===== src/hw/rtl/spsat_pkg.sv =====
// Shared types, constants and helper functions of the stereo polynomial saturator.
package spsat_pkg;

    // Sample and stream widths
    localparam int SAMPLE_W = 24;
    localparam int TDATA_W  = ((2 * SAMPLE_W + 7) / 8) * 8;

    // Fixed-point format: Q3.40 magnitudes
    localparam int Q_FRAC    = 40;
    localparam int AX_SH     = Q_FRAC + 1 - SAMPLE_W;
    localparam int GAIN_FRAC = 16;

    // Configuration port
    localparam int CFG_IDX_W  = 3;
    localparam int CFG_DATA_W = 32;
    localparam logic [CFG_IDX_W-1:0] REG_DRIVE  = 3'd0;
    localparam logic [CFG_IDX_W-1:0] REG_LEVEL  = 3'd1;
    localparam logic [CFG_IDX_W-1:0] REG_WET    = 3'd2;
    localparam logic [CFG_IDX_W-1:0] REG_SEED_L = 3'd3;
    localparam logic [CFG_IDX_W-1:0] REG_SEED_R = 3'd4;

    // Gain controls
    localparam int GAIN_W  = 17;
    localparam int DRIVE_W = 20;
    localparam logic [GAIN_W-1:0]  GAIN_MAX      = 17'd65536;
    localparam logic [DRIVE_W-1:0] DRIVE_MUL     = 20'd10;
    localparam logic [GAIN_W-1:0]  DRIVE_RESET   = 17'd6554;
    localparam logic [GAIN_W-1:0]  LEVEL_RESET   = 17'd65536;
    localparam logic [GAIN_W-1:0]  WET_RESET     = 17'd65536;

    // Internal datapath widths
    localparam int AM_W  = 42;
    localparam int S_W   = 43;
    localparam int H_W   = 41;
    localparam int MIX_W = 43;
    localparam int AMR_W = DRIVE_W + Q_FRAC + 1;
    localparam int DRY_P_W = GAIN_W + Q_FRAC + 1;
    localparam int FIN_W = MIX_W + 2;

    // Split multiplier geometry
    localparam int MQ_A_W  = S_W;
    localparam int MQ_B_W  = 42;
    localparam int MQ_LO_W = 21;
    localparam int MQ_HI_W = MQ_B_W - MQ_LO_W;
    localparam int MQ_P_W  = MQ_A_W + MQ_B_W - Q_FRAC;

    // Polynomial and gain constants in Q.40
    localparam int C11_W = 17;
    localparam logic [AM_W-1:0]  CLAMP_Q40 = 42'd2535395756831;
    localparam logic [H_W-1:0]   Q_ONE     = 41'd1099511627776;
    localparam logic [H_W-1:0]   C3_Q40    = 41'd183251937963;
    localparam logic [H_W-1:0]   C5_Q40    = 41'd15934951127;
    localparam logic [H_W-1:0]   C7_Q40    = 41'd434575835;
    localparam logic [H_W-1:0]   C9_Q40    = 41'd4887031;
    localparam logic [C11_W-1:0] C11_Q40   = 17'd110180;
    localparam logic [H_W-1:0]   OUT_Q40   = 41'd1015838792902;

    // Dither generator
    localparam int NOISE_W = 32;
    localparam int DK_W    = 17;
    localparam int DM_W    = 48;
    localparam logic [DK_W-1:0]    DITHER_K   = 17'd119779;
    localparam logic [NOISE_W-1:0] NOISE_MID  = 32'h7fffffff;
    localparam logic [NOISE_W-1:0] SEED_L_RST = 32'd2654435769;
    localparam logic [NOISE_W-1:0] SEED_R_RST = 32'd2246822507;

    // Leading-one search and dither shift
    localparam int GRP_W      = 8;
    localparam int GRP_N      = (MIX_W + GRP_W - 1) / GRP_W;
    localparam int LEN_W      = 4;
    localparam int BL_W       = 6;
    localparam int SH_W       = 7;
    localparam int SH_BASE    = 32 + Q_FRAC;
    localparam int SH_EMPTY   = 32;
    localparam int SH_LIMIT   = 64;
    localparam int SH_MIN     = SH_BASE - MIX_W;
    localparam int DV_W       = DM_W - SH_MIN + 1;
    localparam int SH_IDX_W   = $clog2(SH_LIMIT);

    // Pipeline depth of one lane
    localparam int LANE_LAT = 22;

    // Gain controls handed to each lane
    typedef struct packed {
        logic [DRIVE_W-1:0] drive;
        logic [GAIN_W-1:0]  level;
        logic [GAIN_W-1:0]  wet;
        logic [GAIN_W-1:0]  dry;
    } t_gain;

    // Gains above one are used as one.
    function automatic logic [GAIN_W-1:0] clamp_gain(input logic [GAIN_W-1:0] g);
        return (g > GAIN_MAX) ? GAIN_MAX : g;
    endfunction

    // One step of the xorshift32 generator.
    function automatic logic [NOISE_W-1:0] xorshift32(input logic [NOISE_W-1:0] x);
        logic [NOISE_W-1:0] t;
        t = x ^ (x << 13);
        t = t ^ (t >> 17);
        t = t ^ (t << 5);
        return t;
    endfunction

endpackage


===== src/hw/rtl/spsat_merge.sv =====
// Output stage that joins the two channel results into one registered stereo item.
module spsat_merge (
    input  logic                                  i_clk,
    input  logic                                  i_rst_n,
    input  logic                                  i_en,
    input  logic                                  i_vld,
    input  logic signed [spsat_pkg::SAMPLE_W-1:0] i_left,
    input  logic signed [spsat_pkg::SAMPLE_W-1:0] i_right,
    output logic                                  o_tvalid,
    // Fields from bit 0 up: out_left, out_right.
    output logic [spsat_pkg::TDATA_W-1:0]         o_tdata
);

    logic                          r_valid;
    logic [spsat_pkg::TDATA_W-1:0] r_data;

    // The valid flag is control state and resets; the data word does not.
    always_ff @(posedge i_clk) begin
        if (!i_rst_n) begin
            r_valid <= 1'b0;
        end else if (i_en) begin
            r_valid <= i_vld;
        end
    end

    always_ff @(posedge i_clk) begin
        if (i_en) begin
            r_data <= spsat_pkg::TDATA_W'({i_right, i_left});
        end
    end

    assign o_tvalid = r_valid;
    assign o_tdata  = r_data;

endmodule


===== config.mk =====
export PLATFORM = sky130hd
export DESIGN_NAME = spsat_merge
export DESIGN_NICKNAME = d
export VERILOG_FILES = /design/src/hw/rtl/spsat_pkg.sv /design/src/hw/rtl/spsat_merge.sv
export SDC_FILE = /design/constraint.sdc
export NUM_CORES = 1
export LEC_CHECK = 0
export BUFFER_PORTS_ARGS = -buffer_cell sky130_fd_sc_hd__buf_2
export CAP_MARGIN = 30
export CORE_MARGIN = 10
export CORE_UTILIZATION = 40
export DETAILED_ROUTE_END_ITERATION = 12
export HOLD_SLACK_MARGIN = 0.12
export PLACE_DENSITY = 0.75
export SYNTH_ARGS = -nofsm -noshare
export SYNTH_HDL_FRONTEND = slang
export SYNTH_SLANG_ARGS = --single-unit

===== constraint.sdc =====
create_clock -name i_clk -period 0.8 [get_ports i_clk]
set_input_delay 0.08 -clock i_clk [delete_from_list [all_inputs] [get_ports i_clk]]
set_output_delay 0.08 -clock i_clk [all_outputs]
set_load 0.1 [all_outputs]

==> metrics.yaml <==
switching_share_pct: 35.0
max-vdd-ir-drop_v: 0.00177
initial_core_util_pct: 41.0
p_per_area_nw_per_um2: 2230
critPathKind: "reg2out"
synth_area_leader_cell: "edfxtp_1"
maxSlewHeadroom_pct: 89.0
rsz0062_at_grt: "true"
synth_common_cells: "48 x edfxtp_1, 1 x dfxtp_1, 1 x mux2i_1, 1 x nor2b_1"
drc: 0
grt-ovfl-total: 0
grt_use_total_pct: 20.8
drtPass1Iterations: 4
synthCells: 51
multi_input_area_um2: 16.3
nets: 261
cp.arrival_ps: 950
via_count: 1225
cts_inserted_buffers: 5
final_util_pct: 94.8
critPathLaunchType: "flip-flop"
dp_cells: 201
synthToLayoutAreaGrowth_pct: 131
clk_path_buf_depth: 2
syn_area_per_cell_um2: 29.0
synth-async-reset-ratio_pct: 0
grt_max_degree: 26
clk_pin_slew_ps: 90
cpPeakStageDelay_ps: 450
totalNegativeSetupSlack_ps: -9940
outcome: "complete, but fails checks"
regArea_um2: 1460
placed_area_um2: 2820
synth_seq_cells: 49
design_area_um2: 3420
antenna_found_initial: 2
clockRootBuffer: "clkbuf_8"
pwr-share-seq_pct: 42.5
switching_power_uw: 2670
critPathMaxFanout: 1
grt_pass1_vias: 1357
violations: "setup timing"
endpoint_kind: "output port"
worst_hold_slack_ps: 251
netlist.area_leader.share_pct: 97.5
io_buffers: 100
vias_per_cell: 4.75
required_ps: 720
yosysMostFrequentCell: "edfxtp_1"
ios: 101
hold_viol: 0
p_clk_share_pct: 22.1
layout-drive-gt1-share_pct: 52.2
drv_cap: 0
synth_edf_count: 48
max_freq_mhz: 968
synthTopCellsByArea: "edfxtp_1 98%, dfxtp_1 1.4%, mux2i_1 0.68%, nor2b_1 0.42%"
internal-power_uw: 4950
crit_chain: "buf_12"
die_w_um: 80.8
path_delay_family: "flip-flops"
yosys_warnings: 0
drv_slew: 0
tightest_slew_ps: 160
routabilityCongestion: 0.713
wl_mm: 6.77
min_path_type: "in2reg"
p_leak_uw: 0.00142
cts_max_level: 2
clock_sinks: 49
drtIter0Drc: 92
clk_latency_ps: 290
rows: 22
cpMaxStageDelayCell: "edfxtp_1"
setup_viol: 49
final_antenna_net_count: 0
ctsResizeCount: 0
die_area_um2: 6530
cts_tree: "done"
layout.cells.non_filler: 258
synth_seq_area_share_pct: 98.9
synth-main-ff-cell: "edfxtp_1"
synth_cell_types: 4
die_y_um: 80.8
fin_crit_ps: 1030
path_buf_inv: 1
wire_per_inst_um: 26.2
finalCritPeriodShare_pct: 129
nFillCells: 83
power_frac_comb_pct: 35.4
post-route-worst-setup-slack_ps: -233
finClkSkew_ps: 0
syn_area_um2: 1480
synth_nets: 103
core-area_um2: 3610
grt_pass1_wl_mm: 9.45
power groups by stage:
stage | combinational, µW | sequential (µW) | clock [µW]
floorplan | 4.95 | 4600 | 0
global placement | 2440 | 3270 | 0
detailed placement | 2470 | 3280 | 0
CTS | 2660 | 3220 | 1690
global route | 2740 | 3250 | 1800
finish | 2690 | 3240 | 1690
per-stage QoR:
| step | worst slack, ps | power [µW] |
|---|---|---|
| global route | -261 | 7790 |
| CTS | -229 | 7570 |
| floorplan | -184 | 4600 |
| global placement | 34.0 | 5700 |
| finish | -233 | 7610 |
| detailed placement | 2.81 | 5750 |
timing repair:
action,CTS,global route
endpoints found under the setup margin,49,50
hold buffers,50,0
buffers inserted,0,0
endpoints found under the hold margin,49,0
layout make-up:
cell class	count	area share, %
diodes	1	0.0732
clock buffers	5	2.01
clock inverters	2	1.03
multi-input cells	2	0.476
flip-flops and latches	49	42.8
well taps	48	1.76
repair buffers	151	51.8
cells in the final DEF (no fill, tap or decap), drive strengths merged:
| cell type | n |
|---|---|
| clkbuf | 5 |
| clkinv | 1 |
| buf | 101 |
| edfxtp | 48 |
| nor2b | 1 |
| dfxtp | 1 |
| mux2i | 1 |
| diode | 1 |
| bufinv | 1 |
| dlygate4sd3 | 50 |
layer usage:
| metal | part of all wire [%] | track usage, % |
|---|---|---|
| met4 | 1.7 | 8.30 |
| met1 | 33 | 21.7 |
| met3 | 9.4 | 7.40 |
| met2 | 55 | 37.5 |
| met5 | 0.16 | 0 |
state kept, by name, indices dropped and copies added, names as in the netlist:
signal	count
o_tdata	48
o_tvalid	1
path summary, 6_finish.rpt:
path / start / endpoint / slack (ps) / depth (start not counted)
max: o_tdata[31] / o_tdata[31] / -230 / 1
min: i_en / o_tdata[38] / 250 / 2
max reg2reg: o_tvalid / o_tvalid / 100 / 2
min reg2reg: o_tvalid / o_tvalid / 630 / 2
cells by family after synthesis:
family / after synthesis / synth area share, %
multiplexers: 1 / 0.677
AND/OR/NAND/NOR: 1 / 0.424
flip-flops: 49 / 98.9
(Power assumes the default switching activity.)
